### config.mk
export PLATFORM = sky130hd
export DESIGN_NAME = czech_tax_id_check_digit_validator
export DESIGN_NICKNAME = d
export VERILOG_FILES = /design/src/sv/czvd_pkg.sv /design/src/sv/czvd_front.sv /design/src/sv/czvd_fifo.sv /design/src/sv/czvd_back.sv /design/src/sv/czech_tax_id_check_digit_validator.sv
export SDC_FILE = /design/constraint.sdc
export NUM_CORES = 1
export LEC_CHECK = 0
export BUFFER_PORTS_ARGS = -buffer_cell sky130_fd_sc_hd__buf_2
export CORE_MARGIN = 2
export CORE_UTILIZATION = 35
export DETAILED_ROUTE_END_ITERATION = 10
export GPL_TIMING_DRIVEN = 0
export PLACE_DENSITY = 0.6
export SETUP_SLACK_MARGIN = 0.2
export SYNTH_ARGS = -nofsm -noshare
export SYNTH_HDL_FRONTEND = slang
export SYNTH_HIERARCHICAL = 1
export SYNTH_SLANG_ARGS = --single-unit
### constraint.sdc
create_clock -name clk -period 7.95 [get_ports clk]
set_input_delay 1.59 -clock clk [delete_from_list [all_inputs] [get_ports clk]]
set_output_delay 1.59 -clock clk [all_outputs]
set_load 0.02 [all_outputs]
### src/sv/czvd_pkg.sv
package czvd_pkg;

	localparam logic MODE_REG = 1'b0;
	localparam logic MODE_TAX = 1'b1;

	localparam logic [3:0] KEPT_SAT  = 4'd13;
	localparam logic [3:0] DIGIT_SAT = 4'd9;
	localparam logic [3:0] LAST_WEIGHTED = 4'd7;
	localparam logic [3:0] CHECK_POS = 4'd8;
	localparam logic [3:0] TOP_WEIGHT = 4'd8;
	localparam logic [3:0] KEPT_MIN = 4'd10;
	localparam logic [3:0] KEPT_MAX = 4'd12;
	localparam logic [6:0] MODULUS = 7'd11;

	localparam logic [7:0] CH_ZERO  = 8'h30;
	localparam logic [7:0] CH_NINE  = 8'h39;
	localparam logic [7:0] CH_UC_C  = 8'h43;
	localparam logic [7:0] CH_LC_C  = 8'h63;
	localparam logic [7:0] CH_UC_Z  = 8'h5A;
	localparam logic [7:0] CH_LC_Z  = 8'h7A;
	localparam logic [7:0] CH_TAB   = 8'h09;
	localparam logic [7:0] CH_CR    = 8'h0D;
	localparam logic [7:0] CH_SPACE = 8'h20;
	localparam logic [7:0] CH_DASH  = 8'h2D;
	localparam logic [7:0] CH_DOT   = 8'h2E;

	// classified character handed from front to back
	typedef struct packed {
		logic       mode;
		logic       last;
		logic       keep;
		logic       digit;
		logic [3:0] dval;
		logic       is_c;
		logic       is_z;
	} tok_t;

	// residue mod 11 of a value up to 82
	function automatic logic [3:0] mod11(input logic [6:0] v);
		logic [6:0] r;
		r = v;
		// fold out 44, then 22, then 11
		if (r >= (MODULUS << 2)) begin
			r = r - (MODULUS << 2);
		end
		if (r >= (MODULUS << 1)) begin
			r = r - (MODULUS << 1);
		end
		if (r >= MODULUS) begin
			r = r - MODULUS;
		end
		return r[3:0];
	endfunction

endpackage

### src/sv/czvd_front.sv
module czvd_front
	import czvd_pkg::*;
(
	input  logic       clk,
	input  logic       arst_n,
	input  logic       in_valid,
	output logic       in_ready,
	input  logic [7:0] char_code,
	input  logic       action,
	input  logic       last,
	output logic       push,
	output tok_t       push_tok,
	input  logic       q_full
);

	logic in_str_q;
	logic mode_q;
	logic mode_cur;

	assign in_ready = !q_full;
	assign push = in_valid && in_ready;
	assign mode_cur = in_str_q ? mode_q : action;

	always_comb begin
		push_tok.mode  = mode_cur;
		push_tok.last  = last;
		push_tok.digit = (char_code >= CH_ZERO) && (char_code <= CH_NINE);
		push_tok.dval  = 4'(char_code - CH_ZERO);
		push_tok.keep  = !(((char_code >= CH_TAB) && (char_code <= CH_CR))
			|| (char_code == CH_SPACE) || (char_code == CH_DASH) || (char_code == CH_DOT));
		push_tok.is_c  = (char_code == CH_UC_C) || (char_code == CH_LC_C);
		push_tok.is_z  = (char_code == CH_UC_Z) || (char_code == CH_LC_Z);
	end

	// latch mode on the first character of each string
	always_ff @(posedge clk or negedge arst_n) begin
		if (!arst_n) begin
			in_str_q <= 1'b0;
			mode_q <= MODE_REG;
		end else if (push) begin
			in_str_q <= !last;
			mode_q <= mode_cur;
		end
	end

endmodule

### src/sv/czvd_fifo.sv
module czvd_fifo
	import czvd_pkg::*;
#(
	parameter int DEPTH = 2
) (
	input  logic clk,
	input  logic arst_n,
	input  logic push,
	input  tok_t push_tok,
	output logic full,
	output logic tok_valid,
	output tok_t tok,
	input  logic pop
);

	localparam int AW = $clog2(DEPTH);
	localparam int CW = $clog2(DEPTH + 1);

	tok_t            mem_q [DEPTH];
	logic [AW-1:0]   wr_q;
	logic [AW-1:0]   rd_q;
	logic [CW-1:0]   cnt_q;

	assign full = (cnt_q == CW'(DEPTH));
	assign tok_valid = (cnt_q != '0);
	assign tok = mem_q[rd_q];

	function automatic logic [AW-1:0] nxt(input logic [AW-1:0] p);
		return (p == AW'(DEPTH - 1)) ? '0 : p + 1'b1;
	endfunction

	always_ff @(posedge clk) begin
		if (push) begin
			mem_q[wr_q] <= push_tok;
		end
	end

	always_ff @(posedge clk or negedge arst_n) begin
		if (!arst_n) begin
			wr_q <= '0;
			rd_q <= '0;
			cnt_q <= '0;
		end else begin
			if (push) begin
				wr_q <= nxt(wr_q);
			end
			if (pop) begin
				rd_q <= nxt(rd_q);
			end
			if (push && !pop) begin
				cnt_q <= cnt_q + 1'b1;
			end else if (pop && !push) begin
				cnt_q <= cnt_q - 1'b1;
			end
		end
	end

endmodule

### src/sv/czvd_back.sv
module czvd_back
	import czvd_pkg::*;
(
	input  logic clk,
	input  logic arst_n,
	input  logic tok_valid,
	input  tok_t tok,
	output logic pop,
	output logic out_valid,
	input  logic out_ready,
	output logic valid_res
);

	logic [3:0] kept_q;
	logic [3:0] dcnt_q;
	logic [3:0] rsum_q;
	logic [3:0] chk_q;
	logic       pbad_q;
	logic       bbad_q;
	logic       oval_q;
	logic       res_q;

	logic       tax_keep;
	logic       body_pos;
	logic       take;
	logic [3:0] wt;
	logic [6:0] prod;
	logic [3:0] kept_n;
	logic [3:0] dcnt_n;
	logic [3:0] rsum_n;
	logic [3:0] chk_n;
	logic       pbad_n;
	logic       bbad_n;
	logic [3:0] expect_d;
	logic       sum_ok;
	logic       ok;

	// hold the token while a finished result is still waiting
	assign pop = tok_valid && (!tok.last || !oval_q || out_ready);
	assign out_valid = oval_q;
	assign valid_res = res_q;

	always_comb begin
		tax_keep = (tok.mode == MODE_TAX) && tok.keep;
		body_pos = kept_q >= 4'd2;
		take = tok.digit && ((tok.mode == MODE_REG) || (tax_keep && body_pos));
		wt = TOP_WEIGHT - dcnt_q;
		prod = 7'(tok.dval * wt);

		rsum_n = (take && dcnt_q < LAST_WEIGHTED) ? mod11(7'(rsum_q) + prod) : rsum_q;
		chk_n = (take && dcnt_q == LAST_WEIGHTED) ? tok.dval : chk_q;
		dcnt_n = (take && dcnt_q < DIGIT_SAT) ? dcnt_q + 4'd1 : dcnt_q;
		kept_n = (tax_keep && kept_q < KEPT_SAT) ? kept_q + 4'd1 : kept_q;
		pbad_n = pbad_q || (tax_keep && (((kept_q == 4'd0) && !tok.is_c)
			|| ((kept_q == 4'd1) && !tok.is_z)));
		bbad_n = bbad_q || (tax_keep && body_pos && !tok.digit);

		case (rsum_n)
			4'd0: expect_d = 4'd1;
			4'd1: expect_d = 4'd0;
			default: expect_d = 4'(MODULUS) - rsum_n;
		endcase
		sum_ok = (dcnt_n == CHECK_POS) && (expect_d == chk_n);

		if (tok.mode == MODE_REG) begin
			ok = sum_ok;
		end else begin
			ok = (kept_n >= KEPT_MIN) && (kept_n <= KEPT_MAX) && !pbad_n && !bbad_n
				&& ((kept_n != KEPT_MIN) || sum_ok);
		end
	end

	always_ff @(posedge clk or negedge arst_n) begin
		if (!arst_n) begin
			kept_q <= '0;
			dcnt_q <= '0;
			rsum_q <= '0;
			chk_q <= '0;
			pbad_q <= 1'b0;
			bbad_q <= 1'b0;
			oval_q <= 1'b0;
			res_q <= 1'b0;
		end else begin
			if (oval_q && out_ready && !(pop && tok.last)) begin
				oval_q <= 1'b0;
			end
			if (pop) begin
				if (tok.last) begin
					// drop string state, post the verdict
					kept_q <= '0;
					dcnt_q <= '0;
					rsum_q <= '0;
					chk_q <= '0;
					pbad_q <= 1'b0;
					bbad_q <= 1'b0;
					oval_q <= 1'b1;
					res_q <= ok;
				end else begin
					kept_q <= kept_n;
					dcnt_q <= dcnt_n;
					rsum_q <= rsum_n;
					chk_q <= chk_n;
					pbad_q <= pbad_n;
					bbad_q <= bbad_n;
				end
			end
		end
	end

endmodule

### src/sv/czech_tax_id_check_digit_validator.sv
// Channel   Direction  Handshake            Payload
// input     in         in_valid / in_ready  char_code[7:0], action, last
// result    out        out_valid/out_ready  valid_res
//
// One character per cycle is taken when the token queue has room.
// A character is written into the queue when it is transferred and is folded
// into the checksum as it leaves the queue; the verdict is registered as the
// final character leaves and is held until out_ready takes it.
// Reset clears all string state, the queue and the result register.
// A stalled result holds only a final character in the queue; other characters
// keep flowing until the queue fills.
module czech_tax_id_check_digit_validator
	import czvd_pkg::*;
#(
	parameter int FIFO_DEPTH = 2
) (
	input  logic       clk,
	input  logic       arst_n,
	input  logic       in_valid,
	output logic       in_ready,
	input  logic [7:0] char_code,
	input  logic       action,
	input  logic       last,
	output logic       out_valid,
	input  logic       out_ready,
	output logic       valid_res
);

	logic push;
	tok_t push_tok;
	logic q_full;
	logic tok_valid;
	tok_t tok;
	logic pop;

	czvd_front u_front (
		.clk      (clk),
		.arst_n   (arst_n),
		.in_valid (in_valid),
		.in_ready (in_ready),
		.char_code(char_code),
		.action   (action),
		.last     (last),
		.push     (push),
		.push_tok (push_tok),
		.q_full   (q_full)
	);

	czvd_fifo #(
		.DEPTH(FIFO_DEPTH)
	) u_fifo (
		.clk      (clk),
		.arst_n   (arst_n),
		.push     (push),
		.push_tok (push_tok),
		.full     (q_full),
		.tok_valid(tok_valid),
		.tok      (tok),
		.pop      (pop)
	);

	czvd_back u_back (
		.clk      (clk),
		.arst_n   (arst_n),
		.tok_valid(tok_valid),
		.tok      (tok),
		.pop      (pop),
		.out_valid(out_valid),
		.out_ready(out_ready),
		.valid_res(valid_res)
	);

	a_last_posts: assert property (@(posedge clk) disable iff (!arst_n)
		pop && tok.last |=> out_valid)
		else $error("final character popped without a result");

	a_push_fills: assert property (@(posedge clk) disable iff (!arst_n)
		push |=> tok_valid)
		else $error("queue empty after a transfer in");

	a_no_overwrite: assert property (@(posedge clk) disable iff (!arst_n)
		out_valid && !out_ready && tok_valid && tok.last |-> !pop)
		else $error("pending result overwritten");

endmodule
# Yosys cells after proc, flatten, opt, wreduce, memory -nomap -nowiden

Memory sizes are Yosys's and may differ from the RTL's.
Cells that the tools add are included.

Equality and inequality tests: 14
Bitwise gates (word level): 1
$lt $le $gt $ge: 13
Add/sub/neg operators: 13
Reductions and logical operators: 55
Mux-type cells: 25
Multipliers: 1

Operator list:

| cell                                                                                 | number |
|---|---|
| 4-bit 2-to-1 mux                                                                     | 9 |
| 8-bit by 7-bit == test with 1-bit output (second input constant)                     | 4 |
| 1-bit logical AND                                                                    | 25 |
| 8-bit by 6-bit == test with 1-bit output (second input constant)                     | 3 |
| 7-bit 2-to-1 mux                                                                     | 2 |
| 1-bit logical NOT                                                                    | 13 |
| 1-bit logical OR                                                                     | 12 |
| 1-bit 2-to-1 mux                                                                     | 11 |
| 4-bit by 1-bit adder with 4-bit output (second input constant)                       | 2 |
| 4-bit by 1-bit == test with 1-bit output (second input constant)                     | 2 |
| 8-bit by 4-bit greater-or-equal comparator with 1-bit output (second input constant) | 1 |
| 8-bit by 6-bit greater-or-equal comparator with 1-bit output (second input constant) | 1 |
| 8-bit by 4-bit less-or-equal comparator with 1-bit output (second input constant)    | 1 |
| 8-bit by 6-bit less-or-equal comparator with 1-bit output (second input constant)    | 1 |
| 4-bit logical NOT                                                                    | 2 |
| 4-bit less-than comparator (second input constant)                                   | 2 |
| 4-bit one-hot mux with 2 select lines                                                | 1 |
| 4-bit subtractor (first input constant)                                              | 2 |
| 4-bit by 7-bit adder with 7-bit output                                               | 1 |
| 7-bit by 4-bit greater-or-equal comparator with 1-bit output (second input constant) | 1 |
| 7-bit by 5-bit greater-or-equal comparator with 1-bit output (second input constant) | 1 |
| 7-bit by 6-bit greater-or-equal comparator with 1-bit output (second input constant) | 1 |
| 4-bit by 4-bit multiplier with 7-bit output                                          | 1 |
| 7-bit by 5-bit subtractor with 7-bit output (second input constant)                  | 1 |
| 19 further kinds                                                                     | 22 |

Bits of input ports: 14
Register bits: 26
Memories kept: 1
Logic and storage cells: 136
Memory bits (writable): 20

Memory list:

| memory       | words | bits a word | rd ports | clocked after memory_dff | write ports | RTL line        | source |
|---|---|---|---|---|---|---|---|
| u_fifo.mem_q | 2     | 10          | 1        | 0                        | 1           | czvd_fifo.sv:19 | `tok_t mem_q [DEPTH];` |

# Logic depth before layout (Yosys ltp)

Gate-level depths: netlist of run 1.

Word-level depth: 17
Mapped depth: 33
Gate-level depth less buffers: 32

# Hierarchy

Netlist of run 1, hierarchy kept.

Modules (own cells, without submodules):

| module     | area each (µm²) | instances | cells an instance |
|---|---|---|---|
| czvd_back  | 2797.7          | 1         | 344 |
| czvd_fifo  | 949.7           | 1         | 47 |
| czvd_front | 267.8           | 1         | 32 |

# Worst setup path after synthesis of run 1

Ideal clock, no wire load.

Path kind: register to register
Start: reg u_back.dcnt_q[0]
End: reg u_back.res_q (netlist: u_back/valid_res)
Arrival: 7.174 ns
Slack: 0.656 ns
Buffers on the path: 1
Required time: 7.830 ns
Stages on the path, launching flop included: 31
Cells stage by stage: dfrtp_1 -> clkbuf_1 -> inv_1 -> ha_1 -> xnor2_1 -> nand2_1 -> fa_1 -> fa_1 -> fa_1 -> inv_1 -> ha_1 -> and3b_1 -> a311o_1 -> o31ai_1 -> and3_4 -> nand3_1 -> and2_1 -> ha_1 -> a31oi_4 -> nand2_2 -> a21oi_1 -> o21ai_0 -> xor2_1 -> ha_1 -> a221o_1 -> or3b_4 -> a21o_1 -> a311oi_2 -> mux2i_1 -> o21ai_1 -> a31o_1

Cells in the longest elaborated chain, start to end: 17

Ends and longest elaborated chain:

| element                                                                                                                            | RTL line                       | source |
|---|---|---|
| start: declaration                                                                                                                 | czvd_back.sv:15                | `logic [3:0] dcnt_q;` |
| start signal: assignment                                                                                                           | czvd_back.sv:100               | `dcnt_q <= dcnt_n;` |
| 4-bit subtractor                                                                                                                   | czvd_back.sv:47                | `wt = TOP_WEIGHT - dcnt_q;` |
| 4-bit by 4-bit multiplier with 7-bit output                                                                                        | czvd_back.sv:48                | `prod = 7'(tok.dval * wt);` |
| 4-bit by 7-bit adder with 7-bit output                                                                                             | czvd_back.sv:50                | `rsum_n = (take && dcnt_q < LAST_WEIGHTED) ? mod11(7'(rsum_q) + prod) : rsum_q;` |
| 7-bit by 6-bit subtractor with 7-bit output / 7-bit by 6-bit greater-or-equal comparator with 1-bit output (equally long branches) | czvd_pkg.sv:44, czvd_pkg.sv:43 |  |
| 7-bit 2-to-1 mux                                                                                                                   | czvd_pkg.sv:43                 | `if (r >= (MODULUS << 2)) begin` |
| 7-bit by 5-bit subtractor with 7-bit output / 7-bit by 5-bit greater-or-equal comparator with 1-bit output (equally long branches) | czvd_pkg.sv:47, czvd_pkg.sv:46 |  |
| 7-bit 2-to-1 mux                                                                                                                   | czvd_pkg.sv:46                 | `if (r >= (MODULUS << 1)) begin` |
| 7-bit by 4-bit greater-or-equal comparator with 1-bit output / 4-bit subtractor (equally long branches)                            | czvd_pkg.sv:49, czvd_pkg.sv:50 |  |
| 4-bit 2-to-1 mux                                                                                                                   | czvd_pkg.sv:49                 | `if (r >= MODULUS) begin` |
| 4-bit 2-to-1 mux                                                                                                                   | czvd_back.sv:50                |  |
| 4-bit subtractor (tied with other cells)                                                                                           | czvd_back.sv:61                | `default: expect_d = 4'(MODULUS) - rsum_n;` |
| 4-bit one-hot mux with 2 select lines                                                                                              | czvd_back.sv:58                | `case (rsum_n)` |
| 4-bit == test                                                                                                                      | czvd_back.sv:63                | `sum_ok = (dcnt_n == CHECK_POS) && (expect_d == chk_n);` |
| 1-bit logical AND *                                                                                                                | czvd_back.sv:63                |  |
| 1-bit logical OR                                                                                                                   | czvd_back.sv:69                | `&& ((kept_n != KEPT_MIN) \|\| sum_ok);` |
| 1-bit logical AND                                                                                                                  | czvd_back.sv:69                |  |
| 1-bit 2-to-1 mux *                                                                                                                 | czvd_back.sv:65                | `if (tok.mode == MODE_REG) begin` |
| end signal: assignment                                                                                                             | czvd_back.sv:97                | `res_q <= ok;` |
| end: declaration                                                                                                                   | czvd_back.sv:21                | `logic res_q;` |

Mark *: on every way between the ends. The rest lies on a longest branch, timed or not.
A chain may end at the register's enable or synchronous reset.

# Worst setup path after layout of run 1

Same ends and word-level chain as after synthesis.

==> results of run 1 <==
[registers in the layout, indices dropped and copies added, names as in the netlist]
register and flops:
u_back/dcnt_q 4, u_fifo/mem_q 20, u_front/in_str_q 1, u_back/pbad_q 1, u_fifo/rd_q 1, u_back/valid_res 1, u_back/rsum_q 4, u_back/out_valid 1
u_front/mode_q 1, u_fifo/wr_q 1, u_back/chk_q 4, u_fifo/cnt_q 2, u_back/kept_q 4, u_back/bbad_q 1
[per-stage QoR]
step | setup WS (ns) | util | TNS [ns]
4_1_cts | 0.216 | 0.393 | 0
3_5_place_dp | -0.169 | 0.378 | -0.169
3_3_place_gp | -0.120 | 0.378 | -0.120
2_1_floorplan | 0.656 | - | 0
5_1_grt | 0.182 | 0.402 | 0
6_report | 0.533 | 0.402 | 0
[logic make-up after synthesis]
family | Yosys count
AOI/OAI and AO/OA | 122
xor gates and xnor gates | 16
adders and majority gates | 33
buffers and inverters | 51
DFF | 46
muxes | 19
and+or+nand+nor | 136
[worst paths after layout]
check | start | to | slack [ns] | depth (start not counted)
setup / recovery | u_back/dcnt_q[0] | u_back/valid_res | 0.53 | 32
hold / removal | u_fifo/cnt_q[1] | u_fifo/cnt_q[1] | 0.49 | 1
setup reg to reg | u_back/dcnt_q[0] | u_back/valid_res | 0.53 | 32
hold reg to reg | u_fifo/cnt_q[1] | u_fifo/cnt_q[1] | 0.49 | 1
max in group asynchronous | arst_n | u_back/dcnt_q[0] | 6.16 | 1
min in group asynchronous | arst_n | u_fifo/wr_q | 1.32 | 1
[cell usage in the layout (no fill, tap or decap), types with 7 or more instances in the layout]
| cell | count |
|---|---|
| sky130_fd_sc_hd__a21o_1 | 7 |
| sky130_fd_sc_hd__a21oi_1 | 12 |
| sky130_fd_sc_hd__a22oi_1 | 7 |
| sky130_fd_sc_hd__a31oi_1 | 7 |
| sky130_fd_sc_hd__and2_1 | 16 |
| sky130_fd_sc_hd__buf_2 | 16 |
| sky130_fd_sc_hd__buf_4 | 12 |
| sky130_fd_sc_hd__clkbuf_1 | 7 |
| sky130_fd_sc_hd__dfrtp_1 | 25 |
| sky130_fd_sc_hd__edfxtp_1 | 20 |
| sky130_fd_sc_hd__ha_1 | 24 |
| sky130_fd_sc_hd__inv_1 | 32 |
| sky130_fd_sc_hd__mux2_4 | 9 |
| sky130_fd_sc_hd__nand2_1 | 24 |
| sky130_fd_sc_hd__nand2b_1 | 8 |
| sky130_fd_sc_hd__nand3_1 | 10 |
| sky130_fd_sc_hd__nor2_1 | 29 |
| sky130_fd_sc_hd__nor2b_1 | 7 |
| sky130_fd_sc_hd__o21ai_0 | 20 |
| sky130_fd_sc_hd__xor2_1 | 8 |
[per-layer routing]
| layer | vias to the layer above | global-route usage | routed length [um] |
|---|---|---|---|
| met5 | - | 0 | 0 |
| met3 | 6 | 0.0197 | 250 |
| met2 | 62 | 0.256 | 4290 |
| met1 | 1541 | 0.186 | 4240 |
| met4 | 0 | 0.0296 | 48 |
| li1 | 1623 | - | - |
[area by class of cell]
type                       instances  area (um2)
multi-input combinational        326        2600
buffer                            19         121
tap                              143         179
fill                            1146        6770
clock buffer                       5         125
sequential                        46        1250
clock inverter                     3        27.5
inverter                          32         120
timing repair buffer              21         118
[repair_timing]
| item | in CTS | in global routing |
|---|---|---|
| buffers inserted | 0 | 5 |
| endpoints found under the setup margin | 2 | 2 |
| gates cloned | 0 | 0 |
| gates resized for setup | 6 | 21 |
| pin swaps | 0 | 12 |
[critical path: cells and delay by family (launching register included)]
family,cells,cell delay (ns)
adders and majority gates,7,2.27
and+or+nand+nor,7,1.40
muxes,1,0.23
buffers and inverters,5,0.57
xor gates and xnor gates,2,0.34
AOI/OAI and AO/OA,10,2.10
DFF,1,0.40
==> implementation parameters, run 1 <==
Parameter                              Value

Run status
  Outcome    complete, no violations

Yosys
  #FFs+latches synth    46
  Count of distinct cell types in the synthesized netlist    84
  Post-synthesis simple-gate area fraction    0.189
  Async S/R FF share, synth    0.565
  Multiplexer share of the synthesized area    0.0598
  Xor/xnor share of the synthesized area    0.0383
  Most frequent cells after synthesis    sky130_fd_sc_hd__inv_1 (32), sky130_fd_sc_hd__nor2_1 (29), sky130_fd_sc_hd__ha_1 (27)
  Ranking of synthesized cells by area    sky130_fd_sc_hd__dfrtp_1 (16%), sky130_fd_sc_hd__edfxtp_1 (15%), sky130_fd_sc_hd__ha_1 (8.4%)
  Count of flip-flops with a built-in enable after synthesis    20
  Main combinational cell family by area after synthesis    compound AO/OA/AOI/OAI gates
  Syn Area/Cell    9.49 um2
  Share of the synthesized area in the top cell type    0.162
  Most frequently used flop master after synthesis    sky130_fd_sc_hd__dfrtp_1
  Synthesized-area fraction occupied by ao, oa, aoi and oai cells    0.231
  Count of mapped cells out of synthesis    423
  Mapped cell area    0.00402 mm2
  Synth area leader    sky130_fd_sc_hd__dfrtp_1
  Sequential-to-total area share from yosys stat    0.312
  Most common cell in the synthesized netlist    sky130_fd_sc_hd__inv_1
  Post-synth net total    470
  Syn. warnings    6
  Adder-Cell Fraction of Synth Area    0.114

Routing
  Detail-routed net length per standard cell    14.8 um
  Via density    5.43
  Number of detailed-routing iterations run before antenna repair    4
  Routed vias    3232
  Detailed-route wire length    8.82 mm
  Remaining design rule violation count    0
  Post-route antenna net violation count    0
  First-iteration detailed-routing DRC count    296

Worst setup path
  Startpoint type of the worst setup path    register
  Worst Path Class, Setup    reg2reg
  Maximum fanout along the worst path    10
  Capturing element type of the critical path    register
  Slowest Stage Delay on Critical Path    0.62 ns
  Cell repeated most along the worst path    sky130_fd_sc_hd__ha_1
  Required time of the worst setup path    8.13 ns
  Crit path max-delay cell type    sky130_fd_sc_hd__fa_2
  Arrival time at the worst endpoint    7.60 ns

Placement
  Instance count after placement with tap cells included    582
  HPWL after detailed placement    6.58 mm
  I/O Buffers    16
  Final estimated routing congestion in global placement    0.825
  Placement-stage cell area    0.00427 mm2

Clock network
  Number of sinks handled by clock tree synthesis    46
  Clock H-tree levels    2
  TritonCTS clock tree    yes
  Clock insertion delay at the later pin of the skew report    0.29 ns
  Number of CTS-inserted buffers    5
  Clock transition at the registers of the reported paths    0.07 ns
  Clock tree root buffer cell    sky130_fd_sc_hd__clkbuf_16
  Cts hold-fix bufs    0
  CTS Buffer Depth    2

Timing
  Worst hold slack    0.487 ns
  Final Max Slew Viols    0
  Count of endpoints failing setup in the final report    0
  Setup repair after global routing missed its margin    false
  Maximum clock skew at final layout    0.00743 ns
  Fin crit share    0.933
  Normalized max-slew margin    0.432
  Upper clock frequency limit    135 MHz
  Measured slew at the worst slew-check pin    0.850 ns
  Final critical delay including setup and external delays    7.42 ns
  Final hold violation count    0

GRT
  Antenna violations before repair    0
  Total congestion overflow    0
  Wire length of the first global-routing pass    15.0 mm
  GRT Total Usage    0.144
  Number of global-route vias before repair    3199
  Largest net degree at the start of global routing    27

Floorplanning
  Die H    111 um
  Row Count    39
  Horiz. Die Dim    111 um
  Starting density of the core    0.355
  Placeable core area    0.0113 mm2
  Number of primary I/O pins    17
  Die area    0.0123 mm2

Layout
  Final cell count without fillers    595
  Finished Cell Area    0.00455 mm2
  Final net count    498
  Synthesis-to-layout area growth    13.2%
  Number of diodes    0
  Fraction of final layout cells sized beyond drive strength 1    0.181

Job
  Max-capacitance violation count    0

Min path
  Hold/Removal Path Class    reg2reg
Power of run 1 is left out: the tool's default activity adds up to more than one toggle a clock period on the data nets, which glitch-free logic cannot reach.
==> run 2: changes to the inputs <==
==> constraint.sdc (replaced) <==
create_clock -name clk -period 8.6 [get_ports clk]
set_input_delay 1.72 -clock clk [delete_from_list [all_inputs] [get_ports clk]]
set_output_delay 1.72 -clock clk [all_outputs]
set_load 0.02 [all_outputs]
==> run 2 against run 1 <==
Clock skew barely moved. Register-to-register slack improved by 0.17 ns. Global-route usage decreased by 0.071 points. Critical path depth is 2 lower. Sequential share of layout area increased by 0.63 points. Flip-flop and latch count unchanged. Setup slack improved by 0.17 ns. Cell area shrank 2.3%. Cell count fell by 0.84%. Clock-buffer cell count did not move. Core utilization fell by 0.94 points. Critical path type unchanged. Largest cell class unchanged. Highest routed layer unchanged.
==> implementation parameters, run 2 (synthesis results as in run 1) <==
Parameter                              Value

Worst setup path
  Required time of the worst setup path    8.78 ns (+0.65 ns)
  Worst Path Class, Setup    reg2reg
  Cell repeated most along the worst path    sky130_fd_sc_hd__ha_1
  Worst R2R Start    u_back/dcnt_q[0]
  Crit path max-delay cell type    sky130_fd_sc_hd__fa_1
  Maximum fanout along the worst path    10 (unchanged)
  R2R cell count    30 (-6.3%)
  Arrival time at the worst endpoint    8.08 ns (+0.48 ns)
  Startpoint type of the worst setup path    register
  Register-to-Register Setup Slack    0.71 ns (+0.17 ns)
  Capturing element type of the critical path    register
  Slowest Stage Delay on Critical Path    0.53 ns (-0.09 ns)
  End of the worst register-to-register path    u_back/valid_res

Routing
  First-iteration detailed-routing DRC count    339 (+15%)
  Via density    5.49 (+1.1%)
  Number of detailed-routing iterations run before antenna repair    5 (+1)
  Detailed-route wire length    8.74 mm (-0.88%)
  Post-route antenna net violation count    0 (unchanged)
  Remaining design rule violation count    0 (unchanged)
  Routed vias    3239 (+0.22%)
  Detail-routed net length per standard cell    14.8 um (about the same)

Clock network
  Clock H-tree levels    2 (unchanged)
  Clock tree root buffer cell    sky130_fd_sc_hd__clkbuf_16
  Number of sinks handled by clock tree synthesis    46 (unchanged)
  TritonCTS clock tree    yes
  Number of CTS-inserted buffers    5 (unchanged)
  Cts hold-fix bufs    0 (unchanged)
  Clock insertion delay at the later pin of the skew report    0.29 ns (about the same)
  Clock transition at the registers of the reported paths    0.07 ns (about the same)
  CTS Buffer Depth    2 (unchanged)

Layout
  Flip-flop count of the largest register, all copies and words added    20 (unchanged)
  Leading cell type in the layout, fill and taps excluded    sky130_fd_sc_hd__inv_1
  Final-layout fill cell count    1154 (+0.70%)
  Register name with the most flops    u_fifo/mem_q
  Number of diodes    0 (unchanged)
  Final cell count without fillers    590 (-0.84%)
  Fraction of final layout cells sized beyond drive strength 1    0.148 (-0.0338)
  Synthesis-to-layout area growth    10.6%
  Final net count    493 (-1.0%)
  Commonest cells after routing, fill and taps aside    sky130_fd_sc_hd__inv_1 (32), sky130_fd_sc_hd__nor2_1 (29), sky130_fd_sc_hd__ha_1 (27), sky130_fd_sc_hd__dfrtp_1 (26), sky130_fd_sc_hd__nand2_1 (24)

Floorplanning
  Row Count    39 (unchanged)
  Placeable core area    0.0113 mm2 (unchanged)
  Die area    0.0123 mm2 (unchanged)
  Horiz. Die Dim    111 um (unchanged)
  Number of primary I/O pins    17 (unchanged)
  Die H    111 um (unchanged)
  Starting density of the core    0.355 (unchanged)

Timing
  Final Max Slew Viols    0 (unchanged)
  Fin crit share    0.918 (-0.0152)
  Measured slew at the worst slew-check pin    0.850 ns (unchanged)
  Setup TNS    0 ns (unchanged)
  Count of endpoints failing setup in the final report    0 (unchanged)
  Upper clock frequency limit    127 MHz (-6.0%)
  Final hold violation count    0 (unchanged)
  Normalized max-slew margin    0.432 (unchanged)
  Maximum clock skew at final layout    0.00753 ns (+0.000105 ns)
  Final critical delay including setup and external delays    7.89 ns (+0.475 ns)
  Setup repair after global routing missed its margin    false

Min path
  Endpoint with the worst hold slack    u_fifo/cnt_q[1]
  Hold path cells    1 (unchanged)
  Hold/Removal Path Class    reg2reg
  Worst hold path startpoint    u_fifo/cnt_q[1]

Placement
  HPWL after detailed placement    6.58 mm (unchanged)
  Final estimated routing congestion in global placement    0.825 (unchanged)
  Instance count after placement with tap cells included    582 (unchanged)
  I/O Buffers    16 (unchanged)

GRT
  Largest net degree at the start of global routing    27 (unchanged)
  Antenna violations before repair    0 (unchanged)
  GRT Total Usage    0.143 (-0.000712)
  Total congestion overflow    0 (unchanged)
  Wire length of the first global-routing pass    14.9 mm (-0.46%)
  Number of global-route vias before repair    3166 (-1.0%)

Job
  Max-capacitance violation count    0 (unchanged)

Run status
  Outcome    complete, no violations
run 2: cell types whose count changed in the layout (fill, tap and decap cells not counted), moves of 2 or more:
cell and change:
sky130_fd_sc_hd__buf_4 -6, sky130_fd_sc_hd__ha_1 +3, sky130_fd_sc_hd__clkbuf_1 +2, sky130_fd_sc_hd__ha_2 -2
run 2: layout make-up:
class                   instances  area [um2]  area share
plain buffers                  19         110      0.0248
clock buffers                   5         125      0.0282
clock inverters                 3        27.5     0.00620
inverters                      32         120      0.0270
multi-input cells             326        2550       0.574
flip-flops and latches         46        1250       0.282
well taps                     143         179      0.0403
repair buffers                 16        80.1      0.0180
run 2: worst max-delay path by stage:
stage / from / end / slack (ns)
after floorplan: u_back/dcnt_q[0] / u_back/valid_res / 1.31
after global routing: u_back/dcnt_q[0] / u_back/valid_res / 0.20
after global placement: u_back/dcnt_q[0] / u_back/valid_res / 0.53
after CTS: u_back/dcnt_q[0] / u_back/valid_res / 0.45
final: u_back/dcnt_q[0] / u_back/valid_res / 0.71
after detailed placement: u_back/dcnt_q[0] / u_back/valid_res / 0.48
run 2: what timing repair did:
| item | CTS | global route |
|---|---|---|
| gates resized for setup | 0 | 4 |
| setup buffers | 0 | 0 |
| setup endpoints to repair | 0 | 1 |
run 2: critical path, delay by kind of cell (launching register included):
family                   cells  cell delay (ns)
multiplexers                 1             0.22
AND/OR/NAND/NOR              6             1.22
XOR/XNOR                     2             0.38
flip-flops                   1             0.45
buffers and inverters        3             0.38
AO/OA/AOI/OAI               11             2.52
adder cells (fa/ha/maj)      7             2.61
run 2: routing by layer:
metal	vias up	track usage	share of wire
met5	-	0	0
li1	1609	-	-
met3	11	0.0186	0.035
met1	1552	0.187	0.47
met4	0	0.0296	0.0094
met2	67	0.254	0.48
run 2: through the flow:
step / hold slack [ns] / utilization / worst slack, ns / cell area [um2]
3_5_place_dp: 0.476 / 0.378 / 0.481 / 4270
4_1_cts: 0.490 / 0.391 / 0.454 / 4430
3_3_place_gp: 0.466 / 0.378 / 0.530 / 4270
6_report: 0.487 / 0.392 / 0.707 / 4440
2_1_floorplan: 0.449 / - / 1.31 / 4020
5_1_grt: 0.507 / 0.392 / 0.197 / 4440
Power of run 2 is left out for the same reason.
